## src/sv/ils_pkg.sv

```systemverilog
// ils_pkg: shared constants, codes and types for the indexed list store
// used by every module of the block; depends on nothing
`timescale 1ns / 1ps

package ils_pkg;

	localparam int CAPACITY    = 64;
	localparam int DATA_W      = 32;
	localparam int OP_W        = 3;
	localparam int POS_W       = 7;
	localparam int ST_W        = 2;
	localparam int CNT_OUT_W   = 7;
	localparam int IDX_W       = $clog2(CAPACITY);
	localparam int CNT_W       = $clog2(CAPACITY + 1);
	localparam int CMP_W       = (CNT_W > POS_W) ? CNT_W : POS_W;
	localparam int IN_TDATA_W  = ((OP_W + POS_W + DATA_W + 7) / 8) * 8;
	localparam int OUT_TDATA_W = ((DATA_W + ST_W + CNT_OUT_W + 7) / 8) * 8;
	localparam int GRP_SIZE    = 8;
	localparam int NGRP        = (CAPACITY + GRP_SIZE - 1) / GRP_SIZE;

	localparam logic [OP_W-1:0] OP_READ   = 3'd0;
	localparam logic [OP_W-1:0] OP_FRONT  = 3'd1;
	localparam logic [OP_W-1:0] OP_BACK   = 3'd2;
	localparam logic [OP_W-1:0] OP_BEFORE = 3'd3;
	localparam logic [OP_W-1:0] OP_DELETE = 3'd4;

	localparam logic [ST_W-1:0] ST_DONE   = 2'd0;
	localparam logic [ST_W-1:0] ST_BADPOS = 2'd1;
	localparam logic [ST_W-1:0] ST_FULL   = 2'd2;

	typedef logic [DATA_W-1:0] word_t;

	typedef struct packed {
		logic             rd;
		logic             ins;
		logic             del;
		logic [CMP_W-1:0] pos;
		word_t            value;
	} cell_ctrl_t;

endpackage

```

## src/sv/ils_cell.sv

```systemverilog
// ils_cell: one list slot; shifts toward or away from its neighbors on insert/delete
// depends on ils_pkg
`timescale 1ns / 1ps

module ils_cell
	import ils_pkg::*;
(
	input  logic             clk,
	input  cell_ctrl_t       ctrl,
	input  logic [IDX_W-1:0] idx,
	input  word_t            left_data,
	input  word_t            right_data,
	output word_t            entry,
	output word_t            rd_data
);

	word_t            entry_q;
	logic [CMP_W-1:0] idx_w;
	logic             at_pos;
	logic             above;

	assign idx_w  = CMP_W'(idx);
	assign at_pos = (idx_w == ctrl.pos);
	assign above  = (idx_w > ctrl.pos);

	always_ff @(posedge clk) begin
		if (ctrl.ins) begin
			if (above) begin
				entry_q <= left_data;
			end else if (at_pos) begin
				entry_q <= ctrl.value;
			end
		end else if (ctrl.del) begin
			if (at_pos || above) begin
				entry_q <= right_data;
			end
		end
	end

	assign entry   = entry_q;
	assign rd_data = (ctrl.rd && at_pos) ? entry_q : '0;

endmodule

```

## config.mk

```make
export PLATFORM = sky130hd
export DESIGN_NAME = ils_cell
export DESIGN_NICKNAME = d
export VERILOG_FILES = /design/src/sv/ils_pkg.sv /design/src/sv/ils_cell.sv
export SDC_FILE = /design/constraint.sdc
export NUM_CORES = 1
export LEC_CHECK = 0
export BUFFER_PORTS_ARGS = -buffer_cell sky130_fd_sc_hd__buf_4
export CAP_MARGIN = 20
export CORE_MARGIN = 2
export CORE_UTILIZATION = 46
export CTS_BUF_LIST = sky130_fd_sc_hd__clkbuf_8 sky130_fd_sc_hd__clkbuf_16
export DETAILED_ROUTE_END_ITERATION = 6
export PLACE_DENSITY = 0.82
export SLEW_MARGIN = 20
export SYNTH_ARGS = -nofsm -noshare
export SYNTH_HDL_FRONTEND = slang
export SYNTH_SLANG_ARGS = --single-unit
```

## constraint.sdc

```tcl
create_clock -name clk -period 3.1 [get_ports clk]
set_clock_uncertainty 0.15 [all_clocks]
set_input_delay 0.155 -clock clk [delete_from_list [all_inputs] [get_ports clk]]
set_output_delay 0.155 -clock clk [all_outputs]
set_load 0.005 [all_outputs]
```

==> results.sh, run 1 <==
export IMPL_cts_tree="yes"
export IMPL_critPathCaptureType="output port"
export IMPL_antenna_found_initial=0
export IMPL_fin_nets=658
export IMPL_post_cts_buffers=0
export IMPL_place_inst=631
export IMPL_synth_top_area_share_pct=28.7
export IMPL_fin_cells=636
export IMPL_async_flop_share_pct=0
export IMPL_hold_viol=0
export IMPL_finalHoldWorstSlack_ns=0.126
export IMPL_tns_ns=0
export IMPL_drv_slew=0
export IMPL_vias_per_cell=6.52
export IMPL_critPathArrivalTime_ns=2.15
export IMPL_clk_pin_slew_ns=0.07
export IMPL_final_common_cell="buf_4"
export IMPL_clock_sinks=32
export IMPL_cp_max_fo=32
export IMPL_grt_pass1_vias=3987
export IMPL_synth_largest_area_cell="edfxtp_1"
export IMPL_status="completed"
export IMPL_dp_slack_ns=0.405
export IMPL_synthTopCellsByArea="edfxtp_1, and4b_1, o32ai_1, o211ai_1, and3_1"
export IMPL_min_period_ns=2.45
export IMPL_drive_gt1_share_pct=39.9
export IMPL_syn_nets=513
export IMPL_place_area_um2=4670
export IMPL_clockBufferDepth=2
export IMPL_worst_setup_path_start_kind="input port"
export IMPL_powerDensity_nw_per_um2=301
export IMPL_numCtsBuffers=5
export IMPL_leakagePower_nw=2.14
export IMPL_fin_util_pct=66.5
export IMPL_ios=177
export IMPL_die_area_um2=7990
export IMPL_synthFlopType="edfxtp_1"
export IMPL_synth_edf_count=32
export IMPL_place_gp_congestion=0.843
export IMPL_wl_per_cell_um=19.8
export IMPL_fin_crit_sh_pct=79.1
export IMPL_diodes=0
export IMPL_cts_repair_resized=0
export IMPL_die_width_um=89.4
export IMPL_final_area_um2=4740
export IMPL_dieHeight_um=89.4
export IMPL_worst_slew_pin_slew_ns=1.06
export IMPL_synth_area_um2=3350
export IMPL_dp_hpwl_um=8470
export IMPL_syn_to_final_growth_pct=41.5
export IMPL_irDropWorstVdd_v=0.000210
export IMPL_start_util_pct=47.0
export IMPL_row_count=31
export IMPL_multi_input_area_um2=2010
export IMPL_cp_data_required_time_ns=2.79
export IMPL_ys_seq_elements=32
export IMPL_seq_area_um2=961
export IMPL_port_buffers=176
export IMPL_ys_warn_count=0
export IMPL_dr_pass1_iters=6
export IMPL_fillers=619
export IMPL_cap_viol_max_count=0
export IMPL_min_path_type="input port to register"
export IMPL_finalWirelength_um=12600
export IMPL_root_buffer="clkbuf_8"
export IMPL_setup_ws_ns=0.647
export IMPL_setup_viol=0
export IMPL_synthCells=394
export IMPL_htreeDepth=2
export IMPL_synth_cell_type_count=33
export IMPL_placeableCoreArea_um2=7140
export IMPL_grtUsageTotal_pct=30.1
export IMPL_overflow=0
export IMPL_largest_reg_flops=32
export IMPL_grt_max_degree=35
export IMPL_power_mw=1.43
export IMPL_grt_first_pass_wirelength_um=18900
export IMPL_vias=4144
export IMPL_crit_type="input port to output port"
export IMPL_drc=0
export IMPL_ant_nets=0
export IMPL_slew_headroom_pct=29.6
export IMPL_rsz0062_at_grt="false"
export IMPL_synth_seq_area_share_pct=28.7
export IMPL_drtIter0Drc=362
export IMPL_fmax_mhz=408
export IMPL_hold_buffers=0
export IMPL_syn_area_per_cell_um2=8.51
export IMPL_layout_common_cells="buf_4, inv_1, nor4_1, and3_1, edfxtp_1"
power by group:
group / switching, mW / total [mW] / internal, mW
sequential: 0.0222 / 0.558 / 0.536
clock: 0.157 / 0.302 / 0.145
combinational: 0.304 / 0.568 / 0.264
total: 0.483 / 1.43 / 0.944
final timing paths:
kind	start	endpoint	slack (ns)	cells after the start
hold / removal	right_data[26]	entry[26]$_DFFE_PP_	0.13	3
setup / recovery	idx[1]	rd_data[7]	0.65	7
critical path, cell delays in order:
cell and delay [ns]:
buf_4 0.11, ha_1 0.53, nand3_2 0.51, nor2_2 0.20, buf_4 0.30, and3_1 0.21, buf_4 0.11
routing by layer:
metal,GRT usage (%),wire length [um],part of all wire [%],vias to the layer above
li1,-,-,-,1882
met1,37.4,4830,38,1929
met2,52.4,6310,50,301
met3,4.06,1170,9.3,32
met4,12.1,252,2.0,0
met5,0,0,0,-
cells by family (layout without fill, tap and decap cells):
family | after synthesis | count (layout) | synth area share, %
buf+inv | 90 | 233 | 12.2
fa+ha+maj | 6 | 6 | 2.24
simple gates | 133 | 133 | 27.5
flops | 32 | 32 | 28.7
compound gates | 133 | 133 | 29.4
area by class of cell:
type,instances,share of cell area [%]
multi-input combinational,272,42.4
timing repair buffer,193,30.5
inverter,35,2.77
clock buffer,5,1.45
tap,99,2.61
sequential,32,20.3
cells in the mapped netlist, types with 2 or more instances:
master	count
or2_1	2
and3_1	32
nor4_1	32
inv_1	34
a21oi_1	29
edfxtp_1	32
o221ai_1	4
clkbuf_1	27
nor3_1	28
ha_1	6
a31oi_1	29
o32ai_1	26
o32ai_2	6
buf_2	20
buf_4	2
a211oi_1	4
buf_6	5
nor2_1	3
o211ai_1	28
and4b_1	28
nand3b_1	5
Power figures use the tool's default switching activity.
==> run 2, diff against run 1 <==
--- a/config.mk
+++ b/config.mk
@@ -8,10 +8,10 @@
 export BUFFER_PORTS_ARGS = -buffer_cell sky130_fd_sc_hd__buf_4
 export CAP_MARGIN = 20
 export CORE_MARGIN = 2
-export CORE_UTILIZATION = 46
+export CORE_UTILIZATION = 42
 export CTS_BUF_LIST = sky130_fd_sc_hd__clkbuf_8 sky130_fd_sc_hd__clkbuf_16
 export DETAILED_ROUTE_END_ITERATION = 6
-export PLACE_DENSITY = 0.82
+export PLACE_DENSITY = 0.78
 export SLEW_MARGIN = 20
 export SYNTH_ARGS = -nofsm -noshare
 export SYNTH_HDL_FRONTEND = slang
==> constraint.sdc (replaced) <==
create_clock -name clk -period 2 [get_ports clk]
set_clock_uncertainty 0.15 [all_clocks]
set_input_delay 0.1 -clock clk [delete_from_list [all_inputs] [get_ports clk]]
set_output_delay 0.1 -clock clk [all_outputs]
set_load 0.005 [all_outputs]
==> results.sh, run 2 (synthesis results as in run 1) <==
export IMPL_status="completed"
export IMPL_largest_reg_flops=32
export IMPL_finalHoldWorstSlack_ns=0.0620
export IMPL_place_gp_congestion=0.794
export IMPL_fillers=657
export IMPL_worst_setup_path_start_kind="input port"
export IMPL_rsz0062_at_grt="true"
export IMPL_multi_input_area_um2=2040
export IMPL_min_period_ns=1.92
export IMPL_ios=177
export IMPL_layout_common_cells="buf_4, inv_1, nor4_1, and3_1, edfxtp_1"
export IMPL_critPathArrivalTime_ns=1.86
export IMPL_slew_headroom_pct=60.0
export IMPL_grt_max_degree=33
export IMPL_die_area_um2=8710
export IMPL_min_path_type="input port to register"
export IMPL_place_inst=649
export IMPL_cp_max_fo=16
export IMPL_cp_data_required_time_ns=1.94
export IMPL_cap_viol_max_count=0
export IMPL_power_mw=2.29
export IMPL_ant_nets=0
export IMPL_clockBufferDepth=2
export IMPL_antenna_found_initial=0
export IMPL_diodes=0
export IMPL_fin_crit_sh_pct=96.2
export IMPL_placeableCoreArea_um2=7730
export IMPL_start_util_pct=43.4
export IMPL_critPathCaptureType="register"
export IMPL_grt_first_pass_wirelength_um=19700
export IMPL_fin_nets=674
export IMPL_drtIter0Drc=498
export IMPL_fmax_mhz=520
export IMPL_irDropWorstVdd_v=0.000290
export IMPL_finalWirelength_um=12800
export IMPL_overflow=0
export IMPL_hold_viol=0
export IMPL_drive_gt1_share_pct=41.9
export IMPL_hold_buffers=0
export IMPL_port_buffers=176
export IMPL_final_common_cell="buf_4"
export IMPL_vias_per_cell=6.51
export IMPL_grt_pass1_vias=4070
export IMPL_startpoint="ctrl[34]"
export IMPL_seq_area_um2=961
export IMPL_htreeDepth=2
export IMPL_powerDensity_nw_per_um2=460
export IMPL_grtUsageTotal_pct=28.0
export IMPL_setup_viol=0
export IMPL_tns_ns=0
export IMPL_vias=4282
export IMPL_row_count=32
export IMPL_drc=0
export IMPL_crit_type="input port to register"
export IMPL_wl_per_cell_um=19.5
export IMPL_dieHeight_um=93.4
export IMPL_cts_tree="yes"
export IMPL_hold_start="right_data[7]"
export IMPL_clk_pin_slew_ns=0.07
export IMPL_clock_sinks=32
export IMPL_syn_to_final_growth_pct=48.2
export IMPL_drv_slew=0
export IMPL_leakagePower_nw=2.24
export IMPL_dr_pass1_iters=5
export IMPL_die_width_um=93.4
export IMPL_worst_slew_pin_slew_ns=0.598
export IMPL_root_buffer="clkbuf_8"
export IMPL_numCtsBuffers=5
export IMPL_fin_cells=658
export IMPL_dp_hpwl_um=9080
==> run 2: layer usage <==
metal	share of wire, %	global-route usage, %	routed length [um]	up-vias
li1	-	-	-	1928
met1	38	36.6	4920	1973
met2	47	47.2	6080	336
met3	11	3.30	1420	45
met4	3.0	11.2	389	0
met5	0	0	0	-
==> run 2: metrics by stage <==
step | util, % | cell area [um2] | setup slack, ns
finish | 64.3 | 4970 | 0.0756
global route | 64.3 | 4970 | -0.0462
CTS | 64.0 | 4940 | 0.00212
detailed placement | 62.9 | 4860 | -0.273
global placement | 62.9 | 4860 | -0.199
floorplan | - | 3360 | 0.107
==> run 2: final timing paths <==
path | end | slack (ns) | cells after the start
max | entry[1]$_DFFE_PP_ | 0.08 | 7
min | entry[7]$_DFFE_PP_ | 0.06 | 3
==> run 2: report_power, final <==
| group | switching (mW) | internal (mW) | leakage [nW] |
|---|---|---|---|
| clock | 0.248 | 0.232 | 0.0482 |
| combinational | 0.490 | 0.454 | 1.89 |
| sequential | 0.0347 | 0.830 | 0.303 |
| total | 0.773 | 1.52 | 2.24 |
==> run 2: final cells by class <==
cell class	instances	share of cell area (%)
Clock buffer	5	1.38
Clock inverter	3	0.227
Inverter	35	2.64
Multi-Input combinational cell	273	41.1
Sequential cell	32	19.3
Tap cell	102	2.57
Timing Repair Buffer	208	32.7
==> run 2: repair_timing <==
| action | CTS | global route |
|---|---|---|
| setup buffers | 0 | 0 |
| resized for setup | 0 | 4 |
| setup endpoints to repair | 0 | 42 |
| hold endpoints to repair | 0 | 0 |
==> run 2: worst max-delay path, cell delays in order <==
cell,delay (ns)
buf_4,0.08
inv_1,0.03
ha_1,0.38
nand3b_1,0.28
a21oi_4,0.60
nor4_1,0.14
a211oi_1,0.25
