--- config.mk ---
export PLATFORM = sky130hd
export DESIGN_NAME = ils_ctrl
export DESIGN_NICKNAME = d
export VERILOG_FILES = /design/src/sv/ils_pkg.sv /design/src/sv/ils_ctrl.sv
export SDC_FILE = /design/constraint.sdc
export NUM_CORES = 1
export LEC_CHECK = 0
export BUFFER_PORTS_ARGS = -buffer_cell sky130_fd_sc_hd__buf_2
export CELL_PAD_IN_SITES_DETAIL_PLACEMENT = 0
export CELL_PAD_IN_SITES_GLOBAL_PLACEMENT = 2
export CORE_MARGIN = 2
export CORE_UTILIZATION = 32
export DETAILED_ROUTE_END_ITERATION = 7
export GPL_TIMING_DRIVEN = 0
export PLACE_DENSITY_LB_ADDON = 0.05
export SYNTH_ARGS = -nofsm -noshare
export SYNTH_HDL_FRONTEND = slang
export SYNTH_SLANG_ARGS = --single-unit
--- constraint.sdc ---
create_clock -name clk -period 9.04 [get_ports clk]
set_input_delay 0.904 -clock clk [delete_from_list [all_inputs] [get_ports clk]]
set_output_delay 0.904 -clock clk [all_outputs]
set_load 0.02 [all_outputs]
--- src/sv/ils_pkg.sv ---
// ils_pkg: shared constants, codes and types for the indexed list store
// used by every module of the block; depends on nothing
`timescale 1ns / 1ps

package ils_pkg;

	localparam int CAPACITY    = 64;
	localparam int DATA_W      = 32;
	localparam int OP_W        = 3;
	localparam int POS_W       = 7;
	localparam int ST_W        = 2;
	localparam int CNT_OUT_W   = 7;
	localparam int IDX_W       = $clog2(CAPACITY);
	localparam int CNT_W       = $clog2(CAPACITY + 1);
	localparam int CMP_W       = (CNT_W > POS_W) ? CNT_W : POS_W;
	localparam int IN_TDATA_W  = ((OP_W + POS_W + DATA_W + 7) / 8) * 8;
	localparam int OUT_TDATA_W = ((DATA_W + ST_W + CNT_OUT_W + 7) / 8) * 8;
	localparam int GRP_SIZE    = 8;
	localparam int NGRP        = (CAPACITY + GRP_SIZE - 1) / GRP_SIZE;

	localparam logic [OP_W-1:0] OP_READ   = 3'd0;
	localparam logic [OP_W-1:0] OP_FRONT  = 3'd1;
	localparam logic [OP_W-1:0] OP_BACK   = 3'd2;
	localparam logic [OP_W-1:0] OP_BEFORE = 3'd3;
	localparam logic [OP_W-1:0] OP_DELETE = 3'd4;

	localparam logic [ST_W-1:0] ST_DONE   = 2'd0;
	localparam logic [ST_W-1:0] ST_BADPOS = 2'd1;
	localparam logic [ST_W-1:0] ST_FULL   = 2'd2;

	typedef logic [DATA_W-1:0] word_t;

	typedef struct packed {
		logic             rd;
		logic             ins;
		logic             del;
		logic [CMP_W-1:0] pos;
		word_t            value;
	} cell_ctrl_t;

endpackage

--- src/sv/ils_ctrl.sv ---
// ils_ctrl: request decode, entry count, sequencer and output word register
// depends on ils_pkg
`timescale 1ns / 1ps

module ils_ctrl
	import ils_pkg::*;
(
	input  logic                   clk,
	input  logic                   arst_n,
	input  logic                   s_tvalid,
	output logic                   s_tready,
	input  logic [IN_TDATA_W-1:0]  s_tdata,
	output logic                   m_tvalid,
	input  logic                   m_tready,
	output logic [OUT_TDATA_W-1:0] m_tdata,
	output cell_ctrl_t             cell_ctrl,
	input  word_t                  gather_data
);

	typedef enum logic [1:0] {
		S_IDLE,
		S_EXEC,
		S_GATHER
	} state_t;

	state_t                 state_q;
	logic [OP_W-1:0]        op_q;
	logic [POS_W-1:0]       pos_q;
	word_t                  value_q;
	logic [CNT_W-1:0]       count_q;
	logic [ST_W-1:0]        status_q;
	logic                   rd_ok_q;
	logic                   rd_bad_q;
	logic                   m_valid_q;
	logic [OUT_TDATA_W-1:0] m_data_q;

	logic [CMP_W-1:0] cnt_w;
	logic [CMP_W-1:0] pos_w;
	logic [CMP_W-1:0] ins_pos;
	logic             is_ins;
	logic             ins_go;
	logic             del_go;
	logic             rd_ok;
	logic             rd_bad;
	logic [ST_W-1:0]  nxt_status;
	logic [CNT_W-1:0] nxt_count;
	logic             out_load;
	word_t            res_data;

	assign cnt_w = CMP_W'(count_q);
	assign pos_w = CMP_W'(pos_q);

	always_comb begin
		ins_pos    = pos_w;
		is_ins     = 1'b0;
		ins_go     = 1'b0;
		del_go     = 1'b0;
		rd_ok      = 1'b0;
		rd_bad     = 1'b0;
		nxt_status = ST_DONE;
		nxt_count  = count_q;
		unique case (op_q)
			OP_READ: begin
				rd_ok  = (pos_w < cnt_w);
				rd_bad = !(pos_w < cnt_w);
			end
			OP_FRONT: begin
				ins_pos = '0;
				is_ins  = 1'b1;
			end
			OP_BACK: begin
				ins_pos = cnt_w;
				is_ins  = 1'b1;
			end
			OP_BEFORE: begin
				is_ins = 1'b1;
			end
			OP_DELETE: begin
				del_go = (pos_w < cnt_w);
			end
			default: begin
			end
		endcase
		if (is_ins) begin
			priority if (ins_pos > cnt_w) begin
				nxt_status = ST_BADPOS;
			end else if (count_q == CNT_W'(CAPACITY)) begin
				nxt_status = ST_FULL;
			end else begin
				ins_go    = 1'b1;
				nxt_count = count_q + CNT_W'(1);
			end
		end
		if (del_go) begin
			nxt_count = count_q - CNT_W'(1);
		end
		if (rd_bad || (op_q == OP_DELETE && !del_go)) begin
			nxt_status = ST_BADPOS;
		end
	end

	always_comb begin
		cell_ctrl.rd    = (state_q == S_EXEC) && rd_ok;
		cell_ctrl.ins   = (state_q == S_EXEC) && ins_go;
		cell_ctrl.del   = (state_q == S_EXEC) && del_go;
		cell_ctrl.pos   = ins_go ? ins_pos : pos_w;
		cell_ctrl.value = value_q;
	end

	assign out_load = (state_q == S_GATHER) && (!m_valid_q || m_tready);
	assign res_data = rd_ok_q ? gather_data : (rd_bad_q ? '1 : '0);

	always_ff @(posedge clk or negedge arst_n) begin
		if (!arst_n) begin
			state_q   <= S_IDLE;
			op_q      <= '0;
			pos_q     <= '0;
			value_q   <= '0;
			count_q   <= '0;
			status_q  <= ST_DONE;
			rd_ok_q   <= 1'b0;
			rd_bad_q  <= 1'b0;
			m_valid_q <= 1'b0;
			m_data_q  <= '0;
		end else begin
			if (out_load) begin
				m_valid_q <= 1'b1;
			end else if (m_tready) begin
				m_valid_q <= 1'b0;
			end
			unique case (state_q)
				S_IDLE: begin
					if (s_tvalid) begin
						op_q    <= s_tdata[OP_W-1:0];
						pos_q   <= s_tdata[OP_W +: POS_W];
						value_q <= s_tdata[OP_W + POS_W +: DATA_W];
						state_q <= S_EXEC;
					end
				end
				S_EXEC: begin
					count_q  <= nxt_count;
					status_q <= nxt_status;
					rd_ok_q  <= rd_ok;
					rd_bad_q <= rd_bad;
					state_q  <= S_GATHER;
				end
				S_GATHER: begin
					if (out_load) begin
						m_data_q  <= OUT_TDATA_W'({CNT_OUT_W'(count_q), status_q, res_data});
						state_q   <= S_IDLE;
					end
				end
				default: begin
					state_q <= S_IDLE;
				end
			endcase
		end
	end

	assign s_tready = (state_q == S_IDLE);
	assign m_tvalid = m_valid_q;
	assign m_tdata  = m_data_q;

endmodule

==> summary.json <==
{
  "drv_cap": {"value": 0},
  "drt_iter0_markers": {"value": 138},
  "hpwl": {"value": 8.98, "unit": "mm"},
  "first_global_vias": {"value": 3755},
  "synth-edff-count": {"value": 0},
  "area_growth_syn_to_layout": {"value": 30.1, "unit": "%"},
  "cts_max_path_buffers": {"value": 2},
  "ant_nets": {"value": 0},
  "drt_wl_total": {"value": 12.0, "unit": "mm"},
  "timing.critical_path.fanout_max": {"value": 8},
  "final_period_minus_worst_setup_slack": {"value": 4540, "unit": "ps"},
  "cts.sinks": {"value": 97},
  "placeable_core_region": {"value": 14000, "unit": "um2"},
  "cts.repair.resized": {"value": 0},
  "synthesis.area": {"value": 4620, "unit": "um2"},
  "ys_ff_latch": {"value": 97},
  "cts_tree": {"value": "done"},
  "num_rows": {"value": 43},
  "net_switching_power": {"value": 1.04, "unit": "mW"},
  "ff2ff_path_depth": {"value": 14},
  "timing.final.max_slew_violations": {"value": 0},
  "buffer_count_from_post_cts_setup_fixing": {"value": 0},
  "critPathKind": {"value": "reg2out"},
  "comb_power_share": {"value": 0.522},
  "cts.hold.buffers_added": {"value": 0},
  "buffer_ports.inserted": {"value": 162},
  "start_kind": {"value": "flop"},
  "grt_overflow": {"value": 0},
  "fmax": {"value": 220, "unit": "MHz"},
  "final_number_of_setup_violating_endpoints": {"value": 0},
  "power.internal": {"value": 1.35, "unit": "mW"},
  "hold_ws": {"value": 484, "unit": "ps"},
  "relSlewSlack": {"value": 0.646},
  "power-per-cell-area": {"value": 397, "unit": "nW/um2"},
  "outcome": {"value": "finished clean"},
  "worstSkewPairLatency": {"value": 350, "unit": "ps"},
  "switching_share": {"value": 0.434},
  "fin_crit_sh": {"value": 0.503},
  "cts_max_level": {"value": 3},
  "async_reset_ff_frac": {"value": 1.00},
  "finalWeightedCongestion": {"value": 0.767},
  "dpl_cell_area": {"value": 5710, "unit": "um2"},
  "groute.usage.overall": {"value": 0.164},
  "routed_wire_length_per_instance": {"value": 15.4, "unit": "um"},
  "vdd_ir_drop_max": {"value": 0.136, "unit": "mV"},
  "drc": {"value": 0},
  "power_leakage": {"value": 2.84, "unit": "nW"},
  "die_width": {"value": 124, "unit": "um"},
  "layout.cell_area.non_filler": {"value": 6000, "unit": "um2"},
  "dieArea": {"value": 15400, "unit": "um2"},
  "tightestPinTransition": {"value": 531, "unit": "ps"},
  "ys.warnings.count": {"value": 0},
  "floorplan.io_pins": {"value": 176},
  "timing.critical_path.arrival": {"value": 3640, "unit": "ps"},
  "worst_hold_depth": {"value": 2},
  "clock_skew": {"value": 6.34, "unit": "ps"},
  "hold_path_class": {"value": "reg2reg"},
  "grt_setup_unrepaired": {"value": "false"},
  "cts_made_buffers": {"value": 9},
  "synth_cells": {"value": 412},
  "initial_utilization": {"value": 0.330},
  "final.setup.tns": {"value": 0, "unit": "ps"},
  "clockPowerShare": {"value": 0.161},
  "crit_required": {"value": 8140, "unit": "ps"},
  "synth.distinct_cells": {"value": 45},
  "num_antenna_cells": {"value": 0},
  "floorplan.die.height": {"value": 124, "unit": "um"},
  "seq_area_frac_synth": {"value": 0.526},
  "path_clk_slew": {"value": 70, "unit": "ps"},
  "drive_gt1_frac": {"value": 0.412},
  "grt_first_pass_wirelength": {"value": 19.1, "unit": "mm"},
  "grt_start_max_net_pins": {"value": 66},
  "num-nets-final": {"value": 695},
  "syn_avg_cell_area": {"value": 11.2, "unit": "um2"},
  "report.final.hold_viol_count": {"value": 0},
  "route.vias.total": {"value": 3729},
  "ys.flop_type": {"value": "dfrtp_1"},
  "antenna_found_initial": {"value": 0},
  "setup.worst_path.end_class": {"value": "output port"},
  "viasPerCell": {"value": 4.80},
  "dr.pass1.iters": {"value": 4},
  "ctsRootBufferMaster": {"value": "clkbuf_16"},
  "seqPwrFrac": {"value": 0.317}
}
## state kept, by name, summed over array words and instances, names as in the netlist
signal,count
op_q,3
cnt_w,7
m_tdata,41
rd_bad_q,1
state_q,2
m_tvalid,1
rd_ok_q,1
value_q,32
status_q,2
pos_q,7
## critical path, cell delays in order, from the launching register on
cell and delay, ps:
dfrtp_1 440, nor2_2 240, or2_1 140, clkbuf_1 340
a22o_1 230, ha_1 250, a21oi_1 140, o21ai_0 130
o22ai_1 240, and3_1 200, clkbuf_1 370, mux2_2 400
buf_2 160
## placed cells by master, fill, tap and decap left out, types with 3 or more instances in the layout
cell        synthesis  layout
buf_2               2     163
dfrtp_1            97      97
a21oi_1            70      70
mux2_2             52      52
nor2_1             44      44
clkbuf_1           16      18
ha_1               18      18
nand2_1            13      13
inv_1              10      10
a22o_1              9       9
clkbuf_16           0       9
buf_4               7       8
o21ai_0             7       7
buf_1               7       7
conb_1              1       7
nand2b_1            6       6
o31ai_1             5       5
mux2i_1             5       5
nand4_1             4       4
mux2_1              4       4
nor2b_1             3       3
xnor2_1             3       3
clkinvlp_4          0       3
## through the flow
step / util / std cells / power (mW) / setup slack (ps)
floorplan: - / 418 / 1.62 / 5490
global placement: 0.406 / 760 / 2.00 / 4800
detailed placement: 0.408 / 761 / 2.02 / 4840
CTS: 0.429 / 777 / 2.42 / 4440
global route: 0.429 / 777 / 2.60 / 4210
finish: 0.429 / 777 / 2.38 / 4500
## worst paths after layout
path	startpoint	slack, ps	end
worst max-delay path	op_q[0]	4500	cell_ctrl[33]
worst max register to register	cnt_w[4]	5620	cnt_w[6]
worst min register to register	status_q[1]	480	status_q[1]
worst min-delay path	status_q[1]	480	status_q[1]
min in group asynchronous	arst_n	500	cnt_w[5]
max in group asynchronous	arst_n	7850	value_q[8]
## synthesized netlist by cell type, drive strengths merged (3+ instances only)
library cell	number	area [um2]
dfrtp	97	2430
a21oi	70	350
mux2	56	631
nor2	45	171
buf	18	111
ha	18	225
clkbuf	16	60.1
nand2	13	48.8
a22o	10	88.8
inv	10	37.5
o21ai	8	40.0
nand2b	6	37.5
mux2i	5	50.1
o31ai	5	37.5
nand4	4	25.0
nor2b	3	18.8
xnor2	3	26.3
## metal layers
metal | part of all wire | track usage | up-vias | routed length [um]
li1 | - | - | 1806 | -
met2 | 0.43 | 0.238 | 139 | 5140
met4 | 0.019 | 0.0681 | 0 | 225
met3 | 0.087 | 0.0636 | 14 | 1050
met5 | 0 | 0 | - | 0
met1 | 0.46 | 0.217 | 1770 | 5550
## final cells by class
type	instances	area [um2]
fillers	1397	7980
clock inverters	4	52.6
repair buffers	163	841
flip-flops and latches	97	2430
inverters	10	37.5
plain buffers	34	171
clock buffers	12	246
well taps	180	225
multi-input cells	277	2000
## logic make-up (layout without fill, tap and decap cells)
logic type | after synthesis | in the layout | synth area share
AND/OR/NAND/NOR | 80 | 80 | 0.0799
other | 1 | 7 | 0.000812
XOR/XNOR | 5 | 5 | 0.00949
flip-flops | 97 | 97 | 0.526
AO/OA/AOI/OAI | 105 | 105 | 0.138
multiplexers | 61 | 61 | 0.147
adder cells (fa/ha/maj) | 19 | 19 | 0.0531
buffers and inverters | 44 | 223 | 0.0453
## power by group through the flow
stage | logic (mW) | clock network [mW] | registers [mW]
finish | 1.24 | 0.384 | 0.757
global route | 1.39 | 0.423 | 0.787
floorplan | 0.683 | 0 | 0.937
global placement | 1.24 | 0 | 0.760
CTS | 1.26 | 0.399 | 0.760
detailed placement | 1.26 | 0 | 0.765
(Power assumes the default switching activity.)
